<file path="src/sv/byte_guard_watch_unit_defines.svh">
// assertion macros shared by the guard unit rtl
`ifndef BYTE_GUARD_WATCH_UNIT_DEFINES_SVH
`define BYTE_GUARD_WATCH_UNIT_DEFINES_SVH

// same-cycle implication, checked outside reset
`define BGW_ASSERT_IMP(label, clk, rst_n, ante, cons, msg) \
    label: assert property (@(posedge clk) disable iff (!(rst_n)) (ante) |-> (cons)) \
        else $error(msg);

// next-cycle implication, checked outside reset
`define BGW_ASSERT_NXT(label, clk, rst_n, ante, cons, msg) \
    label: assert property (@(posedge clk) disable iff (!(rst_n)) (ante) |=> (cons)) \
        else $error(msg);

`endif

</file>
<file path="src/sv/bgw_ram.sv">
// generic single-write, single-read ram with registered read
module bgw_ram #(
    parameter int WIDTH = 32,
    parameter int DEPTH = 64
) (
    input  logic                                   i_clk,
    input  logic                                   i_we,
    input  logic [(DEPTH > 1 ? $clog2(DEPTH) : 1)-1:0] i_waddr,
    input  logic [WIDTH-1:0]                       i_wdata,
    input  logic [(DEPTH > 1 ? $clog2(DEPTH) : 1)-1:0] i_raddr,
    output logic [WIDTH-1:0]                       o_rdata
);
    logic [WIDTH-1:0] r_mem [DEPTH];
    logic [WIDTH-1:0] r_rdata;

    always_ff @(posedge i_clk) begin
        if (i_we) begin
            r_mem[i_waddr] <= i_wdata;
        end
        r_rdata <= r_mem[i_raddr];
    end

    assign o_rdata = r_rdata;
endmodule

</file>
<file path="config.mk">
export PLATFORM = sky130hd
export DESIGN_NAME = bgw_ram
export DESIGN_NICKNAME = d
export VERILOG_FILES = /design/src/sv/byte_guard_watch_unit_defines.svh /design/src/sv/bgw_ram.sv
export SDC_FILE = /design/constraint.sdc
export NUM_CORES = 2
export LEC_CHECK = 0
export BUFFER_PORTS_ARGS = -buffer_cell sky130_fd_sc_hd__buf_2
export CAP_MARGIN = 20
export CORE_MARGIN = 4
export CORE_UTILIZATION = 35
export CTS_CLUSTER_SIZE = 30
export DETAILED_ROUTE_END_ITERATION = 16
export PLACE_DENSITY = 0.6
export SKIP_CTS_REPAIR_TIMING = 1
export SYNTH_ARGS = -nofsm -noshare
export SYNTH_HDL_FRONTEND = slang
export SYNTH_SLANG_ARGS = --single-unit
</file>
<file path="constraint.sdc">
create_clock -name i_clk -period 11 [get_ports i_clk]
set_clock_uncertainty 0.2 [all_clocks]
set_input_delay 2.2 -clock i_clk [delete_from_list [all_inputs] [get_ports i_clk]]
set_output_delay 2.2 -clock i_clk [all_outputs]
set_load 0.005 [all_outputs]
</file>
==> metrics.cfg <==
[cts]
tritoncts=built
clock_latency_ps=850
clk_path_buf_depth=3
cts-buffers-inserted=205
root_buffer=clkbuf_16
path_clk_slew_ps=60
htreeDepth=4
cts.sinks=2080

[final_layout]
n_fill_cell=19192
fin_nets=3601
drive_gt1_frac=0.297
fin_util=0.405
final_area_mm2=0.0902
area_delta_synth_final_pct=14.9

[synth]
async_flop_share=0
synth_top_area_frac=0.783
synth_area_leaders=edfxtp_1 78%, mux4_2 16%, mux2i_1 1.2%
yosys.cell_count.top_type=edfxtp_1
synth_edf_count=2048
synthFlopType=edfxtp_1
yosysUniqueCellTypes=34
synth-seq-cells=2080
syn_avg_cell_area_um2=23.6
synth_area_mm2=0.0785
synthCells=3324
synth.yosys.warnings=0
yosysTopAreaCell=edfxtp_1
synth-seq-area-share=0.791
synth_commonest_cells=2,048 x edfxtp_1, 544 x mux4_2, 137 x nor2_1, 93 x mux2i_1, 84 x o22ai_1
synthesis.nets=3370

[sta]
setup_tns_ps=0
setup_viol=0
hold_viol_final=0
slew_headroom=0.223
period_needed_ps=5400
worstMarginPinSlew_ps=1170
min_period_over_period=0.491
report.final.slew_viol_count=0
rsz0062_at_grt=no
fmaxAchievable_ghz=0.185

[routing]
wl_um=204000
via_count=36869
ant_nets=0
drt_first_pass_iters=6
dr.first_iter.drc_count=4442
via_per_inst=5.49
wire_per_inst_um=30.4
drc=0

[power]
p_leak_uw=0.0277
ir_drop_uv=129
power_density_mw_per_mm2=183
design_power_total_uw=16500

[global_routing]
grt_pass1_wl_um=288000
grt_max_degree=104
grt_pass1_vias=37118
antenna_found_initial=22
grt_util_all_layers=0.175
overflow=0

[critical_path]
cp_max_fo=70
critical_path_class=input pin to flip-flop
cp-end-kind=flip-flop
r2r_start=r_mem[31][22]
ff2ff_setup_slack_ps=8390
slowest_stage=o22ai_1
cp.required_ps=11490
r2r-end=o_rdata[22]
path_cells=buf_8 > buf_4 > buf_4 > mux4_2 > mux4_2 > o22ai_1 > nor2_1
crit_path_start_kind=input pin
cpPeakStageDelay_ps=750
cp.arrival_ps=5890
rr_worst_depth=4

[job]
max-cap-violations=0

[min_path]
worstHoldPathType=flip-flop to flip-flop
holdPathEnd=o_rdata[17]
hold_start=r_mem[29][17]
whs_path_depth=4

[die]
ioPinCount=78
initial_core_util=0.353
core_area_mm2=0.223
dieArea_mm2=0.232
die_h_um=482
num_rows=173
die_x_um=482

[place]
numPortBuffers=77
dpl.hpwl_um=109000
place_area_mm2=0.0832
place_congestion=0.770

[outcome]
outcome=finished clean

## metal layers
metal  wire [µm]  part of all wire  GRT usage  vias to the layer above
li1            -                 -          -                    14760
met1       83100              0.41      0.246                    20109
met2      100000              0.49      0.285                     1684
met3       15900             0.078     0.0286                      304
met4        5060             0.025     0.0478                       12
met5          81           0.00040          0                        -
## report_power, final
part	leakage (µW)	switching (µW)	internal, µW	total [µW]
clock	0.00325	2960	3950	6900
sequential	0.0187	41.7	8770	8820
combinational	0.00576	501	297	798
total	0.0277	3500	13000	16500
## how the worst max path moves through the flow
stage | startpoint | endpoint | slack (ps) | cells after the start
after floorplan | i_waddr[3] | r_mem[48][0] | 5440 | 4
after global placement | i_raddr[0] | o_rdata[11] | 4610 | 8
after detailed placement | i_raddr[1] | o_rdata[24] | 4630 | 7
after CTS | i_raddr[1] | o_rdata[24] | 5530 | 7
after global routing | i_raddr[0] | o_rdata[11] | 5360 | 8
final | i_raddr[1] | o_rdata[22] | 5600 | 7
## worst max-delay path, delay by kind of cell
kind / cells / cell delay (ps)
buffers and inverters: 3 / 1730
and+or+nand+nor: 1 / 110
AOI/OAI and AO/OA: 1 / 750
muxes: 2 / 940
## metrics by stage
step | worst slack [ps] | hold slack (ps) | cells
after detailed placement | 4630 | 603 | 6305
after global placement | 4610 | 579 | 6305
after global routing | 5360 | 640 | 6713
after floorplan | 5440 | 463 | 3324
final | 5600 | 600 | 6717
after CTS | 5530 | 615 | 6691
## placed cells by master, fill, tap and decap left out, drive strengths merged
master | synthesis | final
clkbuf | 74 | 281
nand4b | 1 | 1
a311oi | 8 | 8
edfxtp | 2048 | 2048
and3 | 4 | 4
nand4 | 2 | 2
dfxtp | 32 | 32
clkinv | 0 | 79
inv | 0 | 4
nand3b | 5 | 5
o22ai | 84 | 84
mux2i | 93 | 93
a22oi | 12 | 12
nand2 | 26 | 26
or3 | 3 | 3
a41o | 4 | 4
or2 | 3 | 3
bufinv | 0 | 17
diode | 0 | 8
nand3 | 5 | 5
and2 | 2 | 2
buf | 108 | 206
a31oi | 1 | 1
or3b | 5 | 5
clkinvlp | 0 | 5
nor3 | 7 | 7
nand2b | 8 | 8
o221ai | 27 | 27
a21oi | 62 | 62
mux4 | 544 | 544
nor2 | 137 | 137
nor2b | 15 | 15
o32ai | 4 | 4
## kinds of logic after synthesis
kind of cell	count (synthesis)	synth area share
multiplexers	637	0.168
AND/OR/NAND/NOR	223	0.0127
AO/OA/AOI/OAI	202	0.0167
buffers and inverters	182	0.0113
flip-flops	2080	0.791
## final cells by class
| type | instances | area [µm²] | share of cell area |
|---|---|---|---|
| multi-input cells | 1062 | 16000 | 0.177 |
| diodes | 8 | 20.0 | 0.000222 |
| clock inverters | 105 | 1130 | 0.0125 |
| well taps | 2975 | 3720 | 0.0413 |
| repair buffers | 206 | 1690 | 0.0187 |
| clock buffers | 281 | 5560 | 0.0616 |
| flip-flops and latches | 2080 | 62100 | 0.689 |
## flip-flops by register name, summed over array words and instances, names as in the netlist
| signal | cells |
|---|---|
| r_mem | 2048 |
| o_rdata | 32 |
(Power assumes the default switching activity.)
